===== src/rtl/nvrgb_pkg.sv =====
// Shared types and constants for the semi-planar YUV to RGB888 converter.
// Used by the front, queue, back and top level modules; no dependencies.
package nvrgb_pkg;

   // Configuration register indexes.
   localparam logic CSR_FRAME_WIDTH  = 1'b0;
   localparam logic CSR_FRAME_HEIGHT = 1'b1;

   // Configuration register widths and reset values.
   localparam int                  CSR_W            = 13;
   localparam logic [CSR_W-1:0]    FRAME_WIDTH_RST  = 13'd640;
   localparam logic [CSR_W-1:0]    FRAME_HEIGHT_RST = 13'd480;

   // Pixel arithmetic constants.
   localparam int                  SUM_W     = 21;
   localparam logic [7:0]          LUMA_OFS  = 8'd16;
   localparam logic signed [SUM_W-1:0] K_Y   = 21'sd1192;
   localparam logic signed [SUM_W-1:0] K_RV  = 21'sd1634;
   localparam logic signed [SUM_W-1:0] K_GV  = 21'sd833;
   localparam logic signed [SUM_W-1:0] K_GU  = 21'sd400;
   localparam logic signed [SUM_W-1:0] K_BU  = 21'sd2066;
   localparam logic signed [SUM_W-1:0] CH_MAX = 21'sd262143;
   localparam int                  CH_SHIFT  = 10;

   // One classified pixel as it travels from front to back.
   typedef struct packed {
      logic [7:0] luma;
      logic [7:0] chroma_v;
      logic [7:0] chroma_u;
      logic       line_end;
      logic       frame_end;
   } pixel_type;

endpackage


===== src/rtl/nvrgb_front.sv =====
// Front end: configuration registers, column/row counters and chroma pairing.
// Depends on nvrgb_pkg for register indexes and the pixel_type struct.
module nvrgb_front #(
   parameter int MAX_LINE_WIDTH = 4096,
   parameter int MAX_LINE_COUNT = 4096
) (
   input  logic                        clock,
   input  logic                        reset,
   input  logic                        csr_we,
   input  logic                        csr_addr,
   input  logic [nvrgb_pkg::CSR_W-1:0] csr_wdata,
   input  logic                        accept,
   input  logic [7:0]                  luma,
   input  logic [7:0]                  chroma_first,
   input  logic [7:0]                  chroma_second,
   output nvrgb_pkg::pixel_type        pixel
);

   localparam int CW = $clog2(MAX_LINE_WIDTH);
   localparam int RW = $clog2(MAX_LINE_COUNT);

   logic [nvrgb_pkg::CSR_W-1:0] frame_width_ff, frame_width_in;
   logic [nvrgb_pkg::CSR_W-1:0] frame_height_ff, frame_height_in;
   logic [CW-1:0] column_ff, column_in;
   logic [RW-1:0] row_ff, row_in;
   logic [7:0]    held_v_ff, held_v_in;
   logic [7:0]    held_u_ff, held_u_in;
   logic [31:0]   fw_ext, fh_ext;
   logic [CW-1:0] col_last;
   logic [RW-1:0] row_last;
   logic          even_col, at_line_end, at_frame_end;

   // Configuration writes.
   always_comb begin
      frame_width_in  = frame_width_ff;
      frame_height_in = frame_height_ff;
      if (csr_we) begin
         case (csr_addr)
            nvrgb_pkg::CSR_FRAME_WIDTH:  frame_width_in  = csr_wdata;
            nvrgb_pkg::CSR_FRAME_HEIGHT: frame_height_in = csr_wdata;
            default: ;
         endcase
      end
   end

   // Last column and last row index; zero acts as one, oversize is capped.
   always_comb begin
      fw_ext = 32'(frame_width_ff);
      fh_ext = 32'(frame_height_ff);
      if (fw_ext == 32'd0)
         col_last = '0;
      else if (fw_ext > 32'(MAX_LINE_WIDTH))
         col_last = CW'(MAX_LINE_WIDTH - 1);
      else
         col_last = CW'(fw_ext - 32'd1);
      if (fh_ext == 32'd0)
         row_last = '0;
      else if (fh_ext > 32'(MAX_LINE_COUNT))
         row_last = RW'(MAX_LINE_COUNT - 1);
      else
         row_last = RW'(fh_ext - 32'd1);
   end

   assign even_col     = ~column_ff[0];
   assign at_line_end  = (column_ff >= col_last);
   assign at_frame_end = at_line_end && (row_ff >= row_last);

   // Counter and chroma hold updates for an accepted item.
   always_comb begin
      column_in = column_ff;
      row_in    = row_ff;
      held_v_in = held_v_ff;
      held_u_in = held_u_ff;
      if (accept) begin
         if (even_col) begin
            held_v_in = chroma_first;
            held_u_in = chroma_second;
         end
         if (at_line_end) begin
            column_in = '0;
            row_in    = at_frame_end ? '0 : row_ff + RW'(1);
         end else begin
            column_in = column_ff + CW'(1);
         end
      end
   end

   // Classified pixel for the queue.
   always_comb begin
      pixel.luma      = luma;
      pixel.chroma_v  = even_col ? chroma_first  : held_v_ff;
      pixel.chroma_u  = even_col ? chroma_second : held_u_ff;
      pixel.line_end  = at_line_end;
      pixel.frame_end = at_frame_end;
   end

   always_ff @(posedge clock) begin
      if (reset) begin
         frame_width_ff  <= nvrgb_pkg::FRAME_WIDTH_RST;
         frame_height_ff <= nvrgb_pkg::FRAME_HEIGHT_RST;
         column_ff       <= '0;
         row_ff          <= '0;
         held_v_ff       <= '0;
         held_u_ff       <= '0;
      end else begin
         frame_width_ff  <= frame_width_in;
         frame_height_ff <= frame_height_in;
         column_ff       <= column_in;
         row_ff          <= row_in;
         held_v_ff       <= held_v_in;
         held_u_ff       <= held_u_in;
      end
   end

endmodule


===== src/rtl/nvrgb_queue.sv =====
// Two-entry queue between the front end and the conversion back end.
// Depends on nvrgb_pkg for the pixel_type struct.
module nvrgb_queue (
   input  logic                 clock,
   input  logic                 reset,
   input  logic                 push,
   input  nvrgb_pkg::pixel_type push_data,
   output logic                 not_full,
   input  logic                 pop,
   output logic                 not_empty,
   output nvrgb_pkg::pixel_type pop_data
);

   nvrgb_pkg::pixel_type mem_ff [2];
   logic       wr_ptr_ff, wr_ptr_in;
   logic       rd_ptr_ff, rd_ptr_in;
   logic [1:0] count_ff, count_in;

   assign not_full  = (count_ff != 2'd2);
   assign not_empty = (count_ff != 2'd0);
   assign pop_data  = mem_ff[rd_ptr_ff];

   // Pointer and fill count update; push and pop may share a cycle.
   always_comb begin
      wr_ptr_in = push ? ~wr_ptr_ff : wr_ptr_ff;
      rd_ptr_in = pop  ? ~rd_ptr_ff : rd_ptr_ff;
      count_in  = count_ff + 2'(push) - 2'(pop);
   end

   // Entry storage.
   always_ff @(posedge clock) begin
      if (push)
         mem_ff[wr_ptr_ff] <= push_data;
   end

   always_ff @(posedge clock) begin
      if (reset) begin
         wr_ptr_ff <= 1'b0;
         rd_ptr_ff <= 1'b0;
         count_ff  <= 2'd0;
      end else begin
         wr_ptr_ff <= wr_ptr_in;
         rd_ptr_ff <= rd_ptr_in;
         count_ff  <= count_in;
      end
   end

endmodule


===== src/rtl/nvrgb_back.sv =====
// Back end: two-stage fixed-point YUV to RGB pipeline ending in the output register.
// Depends on nvrgb_pkg for the coefficients and the pixel_type struct.
module nvrgb_back (
   input  logic                 clock,
   input  logic                 reset,
   input  logic                 in_valid,
   output logic                 in_ready,
   input  nvrgb_pkg::pixel_type in_pixel,
   output logic                 out_valid,
   input  logic                 out_ready,
   output logic [23:0]          out_rgb,
   output logic                 out_line_end,
   output logic                 out_frame_end
);

   localparam int SW = nvrgb_pkg::SUM_W;

   // Stage 1: products.
   logic                 s1_valid_ff, s1_valid_in;
   logic signed [SW-1:0] base_ff, rv_ff, gv_ff, gu_ff, bu_ff;
   logic                 s1_le_ff, s1_fe_ff;
   // Stage 2: output register.
   logic                 s2_valid_ff, s2_valid_in;
   logic [23:0]          rgb_ff;
   logic                 s2_le_ff, s2_fe_ff;

   logic                 s1_ready, s2_ready;
   logic [7:0]           y_clip;
   logic signed [7:0]    v_s, u_s;
   logic signed [SW-1:0] r_sum, g_sum, b_sum;

   // Clamp a channel to 0..262143 and keep bits 17..10.
   function automatic logic [7:0] chan(input logic signed [SW-1:0] x);
      logic [7:0] res;
      if (x < 0)
         res = 8'd0;
      else if (x > nvrgb_pkg::CH_MAX)
         res = 8'hFF;
      else
         res = x[nvrgb_pkg::CH_SHIFT +: 8];
      return res;
   endfunction

   assign s2_ready = ~s2_valid_ff | out_ready;
   assign s1_ready = ~s1_valid_ff | s2_ready;
   assign in_ready = s1_ready;

   assign s1_valid_in = s1_ready ? in_valid : s1_valid_ff;
   assign s2_valid_in = s2_ready ? s1_valid_ff : s2_valid_ff;

   // Luma minus 16 clamped at zero; chroma minus 128 is the byte with its top bit flipped.
   always_comb begin
      y_clip = (in_pixel.luma < nvrgb_pkg::LUMA_OFS) ? 8'd0
             : in_pixel.luma - nvrgb_pkg::LUMA_OFS;
      v_s = $signed({~in_pixel.chroma_v[7], in_pixel.chroma_v[6:0]});
      u_s = $signed({~in_pixel.chroma_u[7], in_pixel.chroma_u[6:0]});
   end

   // Channel sums from the registered products.
   always_comb begin
      r_sum = base_ff + rv_ff;
      g_sum = base_ff - gv_ff - gu_ff;
      b_sum = base_ff + bu_ff;
   end

   // Stage 1 payload.
   always_ff @(posedge clock) begin
      if (s1_ready) begin
         base_ff  <= nvrgb_pkg::K_Y * $signed({{(SW-8){1'b0}}, y_clip});
         rv_ff    <= nvrgb_pkg::K_RV * SW'(v_s);
         gv_ff    <= nvrgb_pkg::K_GV * SW'(v_s);
         gu_ff    <= nvrgb_pkg::K_GU * SW'(u_s);
         bu_ff    <= nvrgb_pkg::K_BU * SW'(u_s);
         s1_le_ff <= in_pixel.line_end;
         s1_fe_ff <= in_pixel.frame_end;
      end
   end

   // Stage 2 payload: clamp, shift and pack.
   always_ff @(posedge clock) begin
      if (s2_ready) begin
         rgb_ff   <= {chan(r_sum), chan(g_sum), chan(b_sum)};
         s2_le_ff <= s1_le_ff;
         s2_fe_ff <= s1_fe_ff;
      end
   end

   always_ff @(posedge clock) begin
      if (reset) begin
         s1_valid_ff <= 1'b0;
         s2_valid_ff <= 1'b0;
      end else begin
         s1_valid_ff <= s1_valid_in;
         s2_valid_ff <= s2_valid_in;
      end
   end

   assign out_valid     = s2_valid_ff;
   assign out_rgb       = rgb_ff;
   assign out_line_end  = s2_le_ff;
   assign out_frame_end = s2_fe_ff;

endmodule


===== src/rtl/nv_semiplanar_to_rgb_converter.sv =====
// Semi-planar YUV 4:2:0 to packed RGB888 converter, top level.
// An accepted item passes the queue, the product stage and the output register.
// Throughput: one item per cycle unless the output stalls; the two-entry queue and
// the two product and output pipeline stages let input and output stall independently.
// Reset (synchronous, active high) clears counters, held chroma, queue and valid
// flags and loads frame_width 640 and frame_height 480. Depends on nvrgb_pkg.
module nv_semiplanar_to_rgb_converter #(
   parameter int MAX_LINE_WIDTH = 4096,
   parameter int MAX_LINE_COUNT = 4096
) (
   input  logic                        clock,
   input  logic                        reset,
   // Input item stream.
   input  logic                        req_tvalid,
   output logic                        req_tready,
   input  logic [23:0]                 req_tdata,   // luma, chroma_first, chroma_second
   // Result item stream.
   output logic                        rsp_tvalid,
   input  logic                        rsp_tready,
   output logic [23:0]                 rsp_tdata,   // pixel_rgb
   output logic                        rsp_tlast,   // line_end
   output logic [0:0]                  rsp_tuser,   // frame_end
   // Configuration write port.
   input  logic                        csr_we,
   input  logic                        csr_addr,
   input  logic [nvrgb_pkg::CSR_W-1:0] csr_wdata
);

   nvrgb_pkg::pixel_type front_pixel, queue_pixel;
   logic req_accept, q_not_full, q_not_empty, back_ready;
   logic out_le, out_fe;

   assign req_tready = q_not_full;
   assign req_accept = req_tvalid & q_not_full;

   // Front end: counters, chroma pairing and line/frame flags.
   nvrgb_front #(
      .MAX_LINE_WIDTH(MAX_LINE_WIDTH),
      .MAX_LINE_COUNT(MAX_LINE_COUNT)
   ) u_front (
      .clock        (clock),
      .reset        (reset),
      .csr_we       (csr_we),
      .csr_addr     (csr_addr),
      .csr_wdata    (csr_wdata),
      .accept       (req_accept),
      .luma         (req_tdata[7:0]),
      .chroma_first (req_tdata[15:8]),
      .chroma_second(req_tdata[23:16]),
      .pixel        (front_pixel)
   );

   // Decoupling queue.
   nvrgb_queue u_queue (
      .clock    (clock),
      .reset    (reset),
      .push     (req_accept),
      .push_data(front_pixel),
      .not_full (q_not_full),
      .pop      (q_not_empty & back_ready),
      .not_empty(q_not_empty),
      .pop_data (queue_pixel)
   );

   // Back end: color conversion pipeline and output register.
   nvrgb_back u_back (
      .clock        (clock),
      .reset        (reset),
      .in_valid     (q_not_empty),
      .in_ready     (back_ready),
      .in_pixel     (queue_pixel),
      .out_valid    (rsp_tvalid),
      .out_ready    (rsp_tready),
      .out_rgb      (rsp_tdata),
      .out_line_end (out_le),
      .out_frame_end(out_fe)
   );

   assign rsp_tlast    = out_le;
   assign rsp_tuser[0] = out_fe;

endmodule

===== config.mk =====
export PLATFORM = sky130hd
export DESIGN_NAME = nv_semiplanar_to_rgb_converter
export DESIGN_NICKNAME = d
export VERILOG_FILES = /design/src/rtl/nvrgb_pkg.sv /design/src/rtl/nvrgb_front.sv /design/src/rtl/nvrgb_queue.sv /design/src/rtl/nvrgb_back.sv /design/src/rtl/nv_semiplanar_to_rgb_converter.sv
export SDC_FILE = /design/constraint.sdc
export NUM_CORES = 1
export LEC_CHECK = 0
export BUFFER_PORTS_ARGS = -buffer_cell sky130_fd_sc_hd__buf_4
export CAP_MARGIN = 40
export CORE_ASPECT_RATIO = 0.75
export CORE_MARGIN = 2
export CORE_UTILIZATION = 45
export CTS_CLUSTER_SIZE = 10
export DETAILED_ROUTE_END_ITERATION = 6
export PLACE_DENSITY = 0.7
export SLEW_MARGIN = 20
export SYNTH_ARGS = -nofsm -noshare
export SYNTH_HDL_FRONTEND = slang
export SYNTH_SLANG_ARGS = --single-unit
export TNS_END_PERCENT = 5

===== constraint.sdc =====
create_clock -name clock -period 9.5 [get_ports clock]
set_clock_uncertainty 0.15 [all_clocks]
set_input_delay 0.475 -clock clock [delete_from_list [all_inputs] [get_ports clock]]
set_output_delay 0.475 -clock clock [all_outputs]
set_load 0.05 [all_outputs]

# Word-level counts from Yosys, hierarchy flattened
# Memory sizes are Yosys's and may differ from the RTL's. A register that Yosys moved wholly into a read port is not among the register bits.
# Index checks and enable logic that the tools add are counted.
dict set report op_classes {
  order_cmp 11
  eq_ne 1
  n_mux 16
  mul 5
  addsub 11
  bitwise_logic 11
  reduce_logical 7
}
# operator n
set op_table {}
lappend op_table {{two-way mux 12 bit} 6}
lappend op_table {{> comparator 21 x 19 -> 1 bit (second input constant)} 3}
lappend op_table {{< comparator 21 x 1 -> 1 bit (second input constant)} 3}
lappend op_table {{two-way mux 8 bit} 6}
lappend op_table {{adder 21 bit} 2}
lappend op_table {{subtractor 21 bit} 2}
lappend op_table {{multiplier 11 x 8 -> 19 bit (first input constant)} 2}
lappend op_table {{> comparator 13 bit (second input constant)} 2}
lappend op_table {{zero test 13 bit} 2}
lappend op_table {{adder 12 x 1 -> 12 bit (second input constant)} 2}
lappend op_table {{greater-or-equal comparator 12 bit} 2}
lappend op_table {{subtractor 12 x 1 -> 12 bit (second input constant)} 2}
lappend op_table {{multiplier 12 x 8 -> 20 bit (first input constant)} 1}
lappend op_table {{multiplier 8 x 8 -> 16 bit (first input constant)} 1}
lappend op_table {{multiplier 6 x 8 -> 14 bit (first input constant)} 1}
lappend op_table {{< comparator 8 x 5 -> 1 bit (second input constant)} 1}
lappend op_table {{subtractor 8 x 5 -> 8 bit (second input constant)} 1}
lappend op_table {{inverter 1 bit} 7}
lappend op_table {{AND reduction 2 bit} 3}
lappend op_table {{two-way mux 1 bit} 4}
lappend op_table {{adder 2 x 1 -> 2 bit} 1}
lappend op_table {{bitwise AND 1 bit} 2}
lappend op_table {{!= test 2 bit (second input constant)} 1}
lappend op_table {{OR 1 bit} 2}
lappend op_table {{other kinds (3)} 3}
dict set report totals {
  mem_count 1
  ramBits 52
  wordCells 86
  output_inout_bits 28
  in_bits 43
  regBits 196
}
# name words width read_ports rd_clocked_by_memory_dff wr line_no
set memory_table {}
lappend memory_table {u_queue.mem_ff 2 26 1 1 1 nvrgb_queue.sv:14} ;# nvrgb_pkg::pixel_type mem_ff [2];

# Depth between registers and ports, before layout
# Gate-level depths: netlist of the first run.
dict set report depth {
  word_depth 6
  depth_mapped 20
  depth_no_buf 19
}

# By module
# From an unflattened synthesis of the first run, not the netlist that was laid out.
dict set report unflattened {
  cells_unflattened 1543
  hier_area_um2 16465.8
}
# mod instances cells_per_inst seq_area_each_um2 area_each_um2
set by_module_without_submodules {}
lappend by_module_without_submodules {nvrgb_back 1 929 3283.1 10294.9}
lappend by_module_without_submodules {nvrgb_front 1 510 1321.3 3961.3}
lappend by_module_without_submodules {nvrgb_queue 1 102 1661.6 2197.1}
lappend by_module_without_submodules {nv_semiplanar_to_rgb_converter 1 2 0.0 12.5}

# Worst setup path after synthesis of the first run
# No wires, ideal clock.
dict set report synth_timing {
  kind {reg-to-reg}
  start {reg with a tool-made name}
  end {reg u_back.rv_ff[19] (data pin)}
  stages_incl_launch_ff 17
  arrival_ps 5038
  setup_slack_ps 4031
  setup_ps 281
  t_required_ps 9069
  synth_period_minus_slack_ps 5469
  path_buffers 2
  cell_sequence {dfxtp_1 > clkbuf_1 > clkbuf_1 > mux2i_1 > fa_1 > fa_1 > fa_1 > fa_1 > inv_1 > ha_1 > inv_1 > o21bai_1 > a21o_1 > a21oi_1 > o21ai_0 > o41ai_1 > xnor2_1}
}
# element line_no
set synth_lines {}
lappend synth_lines {{end signal, assigned} nvrgb_back.sv:70} ;# rv_ff <= nvrgb_pkg::K_RV * SW'(v_s);
lappend synth_lines {{end, declared} nvrgb_back.sv:20} ;# logic signed [SW-1:0] base_ff, rv_ff, gv_ff, gu_ff, bu_ff;

==> metrics, run 1 <==
result of the run=finished with violations; failing checks=design-rule violations; Final Core Density=51.87%; Rel. slew slack=43.48%; Worst Tran Pin Value=0.8389 ns; Num CTS Buffers=28; CTS H-tree lvls=1; final hold viol count=0; CTS Buffer Depth=3; routed len/inst=15.98 um; clk slew on worst S/H paths=0.06 ns; die height=167.1 um; core area=34840 um^2; Synth Flop Type=edfxtp_1; Area Growth Syn to Fin=13.24%; Yosys cell types=71; Mapped Area=15960 um^2; synthesized area per cell=10.66 um^2; Antenna diodes=0; sequential cell area fraction in the yosys report=39.26%; largest net degree at the start of global routing=59; initial core utilization=45.81%; Clock Sinks=233; drt total wl=33.16 mm; share of synthesized registers carrying an async set or reset=0%; CTS tree=yes; Die X=221.5 um; setup violators final=0; Max Fclk=178.5 MHz; antenna-violating nets left=0; Die Footprint=37000 um^2; number of setup buffers added after CTS=0; CP Class=register to register; drt first-iter violations=671; total grt overflow=0; Top Ports=71; critical path launch point type=register; GPL Wtd Cong=0.8762; post-DP HPWL=25.65 mm; Arrival @ worst endpoint=5.75 ns; routed vias/inst=5.250; CP endpoint kind=register; Hold Crit Class=input pin to register; Port Buf Inserts=70; DRT Pass-1 Iters=7; # DRC=1; fin crit share=58.98%; row count=59; synth warn=0; post-cts gate resize count=0; #FFs+latches synth=233; share of cells above drive strength 1=10.20%; number of flops mapped to enable cells by yosys=160; Final #Nets=1939; setup_tns=0 ns; number of global-route vias before repair=10666; RSZ-0062 raised after global routing=no; fill count=3060; worst skew pair latency=0.57 ns; Post-Synthesis Cells=1497; Critical Path RT=9.64 ns; top cells by instance count after synthesis=ha_1 (244), edfxtp_1 (160), inv_1 (152), nand2_1 (131), a21oi_1 (112); initial antenna violation count=0; Max Slew Vio Count=0; min cycle time layout=5.603 ns; share of the synthesized area in the top cell type=30.10%; all-layer global routing usage=18.20%; post-synth top area cell=edfxtp_1; Root Buffer=clkbuf_16; Synth area leaders=edfxtp_1 (30%), ha_1 (19%), dfxtp_1 (9.2%); count leader, synth=ha_1; via count=10894; first-pass GRT wire length=54.61 mm; Mapped Nets=1840; Worst Path Max Fanout=30; max cap viols=0
==> flip-flops by register name, indices dropped and copies added (netlist names), 13 cells and up, named ones only <==
signal / flops
u_back.bu_ff: 16
u_front.frame_height_ff: 13
u_queue.mem_ff: 52
u_front.frame_width_ff: 13
u_back.gv_ff: 19
u_back.gu_ff: 14
u_back.out_rgb: 24
u_back.base_ff: 16
u_back.rv_ff: 15
==> kinds of logic after synthesis <==
group,share of synthesized area [%]
buffers and inverters,4.233
flip-flops,39.26
adder cells (fa/ha/maj),26.15
AND/OR/NAND/NOR,10.91
multiplexers,3.050
AO/OA/AOI/OAI,10.52
XOR/XNOR,5.872
==> cells in the final DEF (no fill, tap or decap), types with 56 or more instances in the layout <==
master | Yosys | final
dfxtp_1 | 73 | 73
ha_1 | 244 | 244
nand2_1 | 131 | 130
inv_1 | 152 | 152
edfxtp_1 | 160 | 160
nor2_1 | 89 | 88
buf_4 | 0 | 75
xnor2_1 | 59 | 59
fa_1 | 56 | 56
a21oi_1 | 112 | 112
==> routing by layer <==
metal | wire [um] | part of all wire (%) | vias to the layer above | global-route usage [%]
met5 | 0 | 0 | - | 0
met4 | 718 | 2.2 | 0 | 4.730
met3 | 1789 | 5.4 | 50 | 3.053
met2 | 13600 | 41 | 244 | 27.24
met1 | 17060 | 51 | 5122 | 27.31
li1 | - | - | 5478 | -
==> layout make-up <==
cell class / count / area [um^2] / area share (%)
Clock inverter: 2 / 38.79 / 0.2146
Clock buffer: 50 / 813.3 / 4.500
Multi-Input combinational cell: 1086 / 9029 / 49.95
Timing Repair Buffer: 94 / 780.7 / 4.320
Sequential cell: 233 / 6266 / 34.67
Inverter: 153 / 574.3 / 3.178
Tap cell: 457 / 571.8 / 3.164
==> worst max-delay path, stage by stage (launching register included) <==
cell and delay [ns]:
dfxtp_1 0.30, buf_4 0.38, mux2i_1 0.56, inv_1 0.29, fa_1 0.60, fa_1 0.45
fa_1 0.50, fa_1 0.54, inv_1 0.04, ha_1 0.33, inv_1 0.09, o21bai_1 0.07
a21o_1 0.20, a21oi_1 0.20, o21ai_0 0.16, o41ai_1 0.36, xnor2_1 0.11
==> what timing repair did <==
item / in CTS / in global routing
hold buffers: 13 / 0
endpoints found under the setup margin: 0 / 0
hold endpoints to repair: 22 / 0
==> per-stage QoR <==
| step | worst slack, ns | hold slack, ns | std cells | cell area, um^2 |
|---|---|---|---|---|
| finish | 3.897 | 0.02537 | 2075 | 18070 |
| global route | 3.578 | 0.01597 | 2075 | 18070 |
| CTS | 3.438 | 0.001116 | 2071 | 18040 |
| detailed placement | 3.469 | 0.2562 | 2006 | 17050 |
| global placement | 3.702 | 0.2600 | 2003 | 17000 |
| floorplan | 4.031 | 0.2503 | 1497 | 15960 |
==> path summary, 6_finish.rpt <==
check                                      from                         end  slack (ns)  cells after the start
worst min-delay path               csr_wdata[6]  u_front.frame_height_ff[6]        0.03                      3
worst max-delay path                   register            u_back.rv_ff[19]        3.90                     16
worst max register to register         register            u_back.rv_ff[19]        3.90                     16
worst min register to register  u_back.s1_le_ff         u_back.out_line_end        0.27                      0
Power of run 1 is not shown: default switching activity piles up to over one toggle a cycle in this logic, so the estimate is an artifact.
==> inputs of run 2 (changes only) <==
ABC_AREA = 1   (was default)
clock period = 5.7 ns   (was 9.5 ns; I/O delays follow)
==> run 2 against run 1 <==
Effect of this change: the flow now finishes without violations; global-route usage rose by 1.3 points; register-to-register slack got worse by 3.5 ns; core utilization fell by 0.19 points; routed wire length rose by 17%; die area rose by 7.9%; final cell count rose by 28%; area after synthesis rose by 8.1%; final area rose by 8.7%.
==> metrics, run 2 <==
Worst Path Max Fanout=26; critical path, cell by cell=buf_4 -> mux2i_1 -> ha_1 -> nand2_1 -> nor2_1 -> nor2_1 -> ha_1 -> inv_1 -> fa_1 -> inv_1 -> fa_1 -> fa_1 -> ha_1 -> a21oi_1 -> o21ai_0 -> a21oi_1 -> nor2_1 -> o21ai_0 -> nand2_1 -> nand2_1 -> inv_1 -> nor2_1 -> o21bai_1; post-synth top area cell=edfxtp_1; Mapped Area=17250 um^2; #FFs+latches synth=233; antenna-violating nets left=0; Num CTS Buffers=28; Port Buf Inserts=70; via count=13423; first-pass GRT wire length=63.53 mm; largest net degree at the start of global routing=53; Mapped Nets=2334; CP max stage delay=0.49 ns; most frequent cells in the layout=nand2_1 (380), inv_1 (334), ha_1 (245); setup violators final=0; count leader, synth=nand2_1; Max Slew Vio Count=0; die height=173.5 um; row count=62; Final #Nets=2462; routed vias/inst=5.069; Buf/Inv on CP=4; Hold Crit Class=input pin to register; RSZ-0062 raised after global routing=no; share of the synthesized area in the top cell type=27.86%; fin crit share=92.16%; # DRC=0; Post-Synthesis Cells=1990; Crit path top cell by count=nor2_1; Die Footprint=39930 um^2; top cells by instance count after synthesis=nand2_1 (380), inv_1 (334), ha_1 (245), edfxtp_1 (160), nor2_1 (141); Top Ports=71; post-DP HPWL=30.34 mm; max reg flops=52; clk slew on worst S/H paths=0.05 ns; CTS H-tree lvls=1; area of all sequential standard cells=6266 um^2; drt total wl=38.68 mm; GPL Wtd Cong=0.8944; min cycle time layout=5.253 ns; DRT Pass-1 Iters=5; worst skew pair latency=0.55 ns; CP Class=register to register; Rel. slew slack=45.06%; synthesized area per cell=8.667 um^2; synth warn=0; Max stage delay cell, worst path=fa_1; Area Growth Syn to Fin=13.91%; initial antenna violation count=3; all-layer global routing usage=19.45%; Critical Path RT=5.85 ns; critical path launch point type=register; CP endpoint kind=register; Arrival @ worst endpoint=5.40 ns; fill count=3451; share of cells above drive strength 1=6.798%; share of synthesized registers carrying an async set or reset=0%; Top delay family on crit path=adder cells; CTS Buffer Depth=3; Biggest register=u_queue.mem_ff; number of global-route vias before repair=12951; CTS tree=yes; Synth Flop Type=edfxtp_1; Yosys cell types=50; total grt overflow=0; max cap viols=0; Synth area leaders=edfxtp_1 (28%), ha_1 (18%), dfxtp_1 (8.5%); Worst Tran Pin Value=0.8178 ns; setup_tns=0 ns; leading cell type in the layout, fill and taps excluded=nand2_1; routed len/inst=14.61 um; drt first-iter violations=909; number of setup buffers added after CTS=0; final hold viol count=0; Clock Sinks=233; Root Buffer=clkbuf_16; sequential cell area fraction in the yosys report=36.33%; number of flops mapped to enable cells by yosys=160; Max Fclk=190.4 MHz; result of the run=complete, no violations; Multi-input gate area=9648 um^2; Die X=230.1 um; initial core utilization=45.38%; core area=38010 um^2
[run 2: cell types whose count changed after synthesis, moves of 16 or more]
cell / change
nand2_1: +249
inv_1: +182
o21ai_0: +94
nand3_1: +68
nor2_1: +52
xnor2_1: -41
mux2_2: -29
o21a_1: -25
a21oi_1: +23
xor2_1: +20
a21o_1: -19
nand2b_1: -17
nor2b_1: -16
[run 2: final timing paths]
kind                                 startpoint                     to  slack (ns)  cells after the start
worst min register to register  u_back.s1_fe_ff   u_back.out_frame_end        0.28                      0
worst max-delay path                   register     u_back.base_ff[18]        0.45                     23
worst max register to register         register     u_back.base_ff[18]        0.45                     23
worst min-delay path              req_tdata[14]  u_queue.mem_ff[0][16]        0.04                      3
[run 2: through the flow]
step	instances	setup slack [ns]	cell area (um^2)	hold WS (ns)	util, %
5_1_grt	2648	0.05230	19650	0.03037	51.69
4_1_cts	2644	0.4567	19630	0.0009373	51.65
3_5_place_dp	2559	0.4616	18450	0.2655	48.54
2_1_floorplan	1990	0.8139	17250	0.2339	-
6_report	2648	0.4466	19650	0.03650	51.69
3_3_place_gp	2557	0.7079	18400	0.2592	48.41
[run 2: layer usage]
layer	share of wire [%]	wire length, um	GRT usage (%)
met1	47	18140	26.75
met2	45	17490	32.09
met3	5.3	2049	2.862
met4	2.6	1001	5.323
met5	0	0	0
[run 2: final cells by class]
cell class / instances / share of cell area [%]
inverters: 336 / 6.420
clock inverters: 5 / 0.1974
flip-flops and latches: 233 / 31.89
well taps: 512 / 3.261
diodes: 3 / 0.03821
multi-input cells: 1398 / 49.11
clock buffers: 40 / 3.796
repair buffers: 121 / 5.286
[run 2: worst reg2reg max path, cell delays in order (launching register included)]
cell      delay (ns)
dfxtp_1         0.34
buf_4           0.29
mux2i_1         0.28
ha_1            0.23
nand2_1         0.09
nor2_1          0.29
nor2_1          0.15
ha_1            0.24
inv_1           0.08
fa_1            0.41
inv_1           0.08
fa_1            0.44
fa_1            0.49
ha_1            0.38
a21oi_1         0.21
o21ai_0         0.11
a21oi_1         0.20
nor2_1          0.07
o21ai_0         0.14
nand2_1         0.08
nand2_1         0.06
inv_1           0.05
nor2_1          0.08
o21bai_1        0.07
[run 2: cells by family (layout without fill, tap and decap cells)]
group,Yosys count,count (layout),share of synthesized area [%]
AND/OR/NAND/NOR,703,703,17.46
buffers and inverters,359,502,7.835
AO/OA/AOI/OAI,303,303,9.336
adder cells (fa/ha/maj),301,301,24.27
flip-flops,233,233,36.33
XOR/XNOR,89,89,4.650
multiplexers,2,2,0.1161
other,0,3,0
[run 2: what timing repair did]
action / 4_1_cts / 5_1_grt
resized for setup: 0 / 0
endpoints found under the setup margin: 0 / 0
hold buffers: 40 / 0
endpoints found under the hold margin: 82 / 0
Power of run 2 is left out for the same reason.
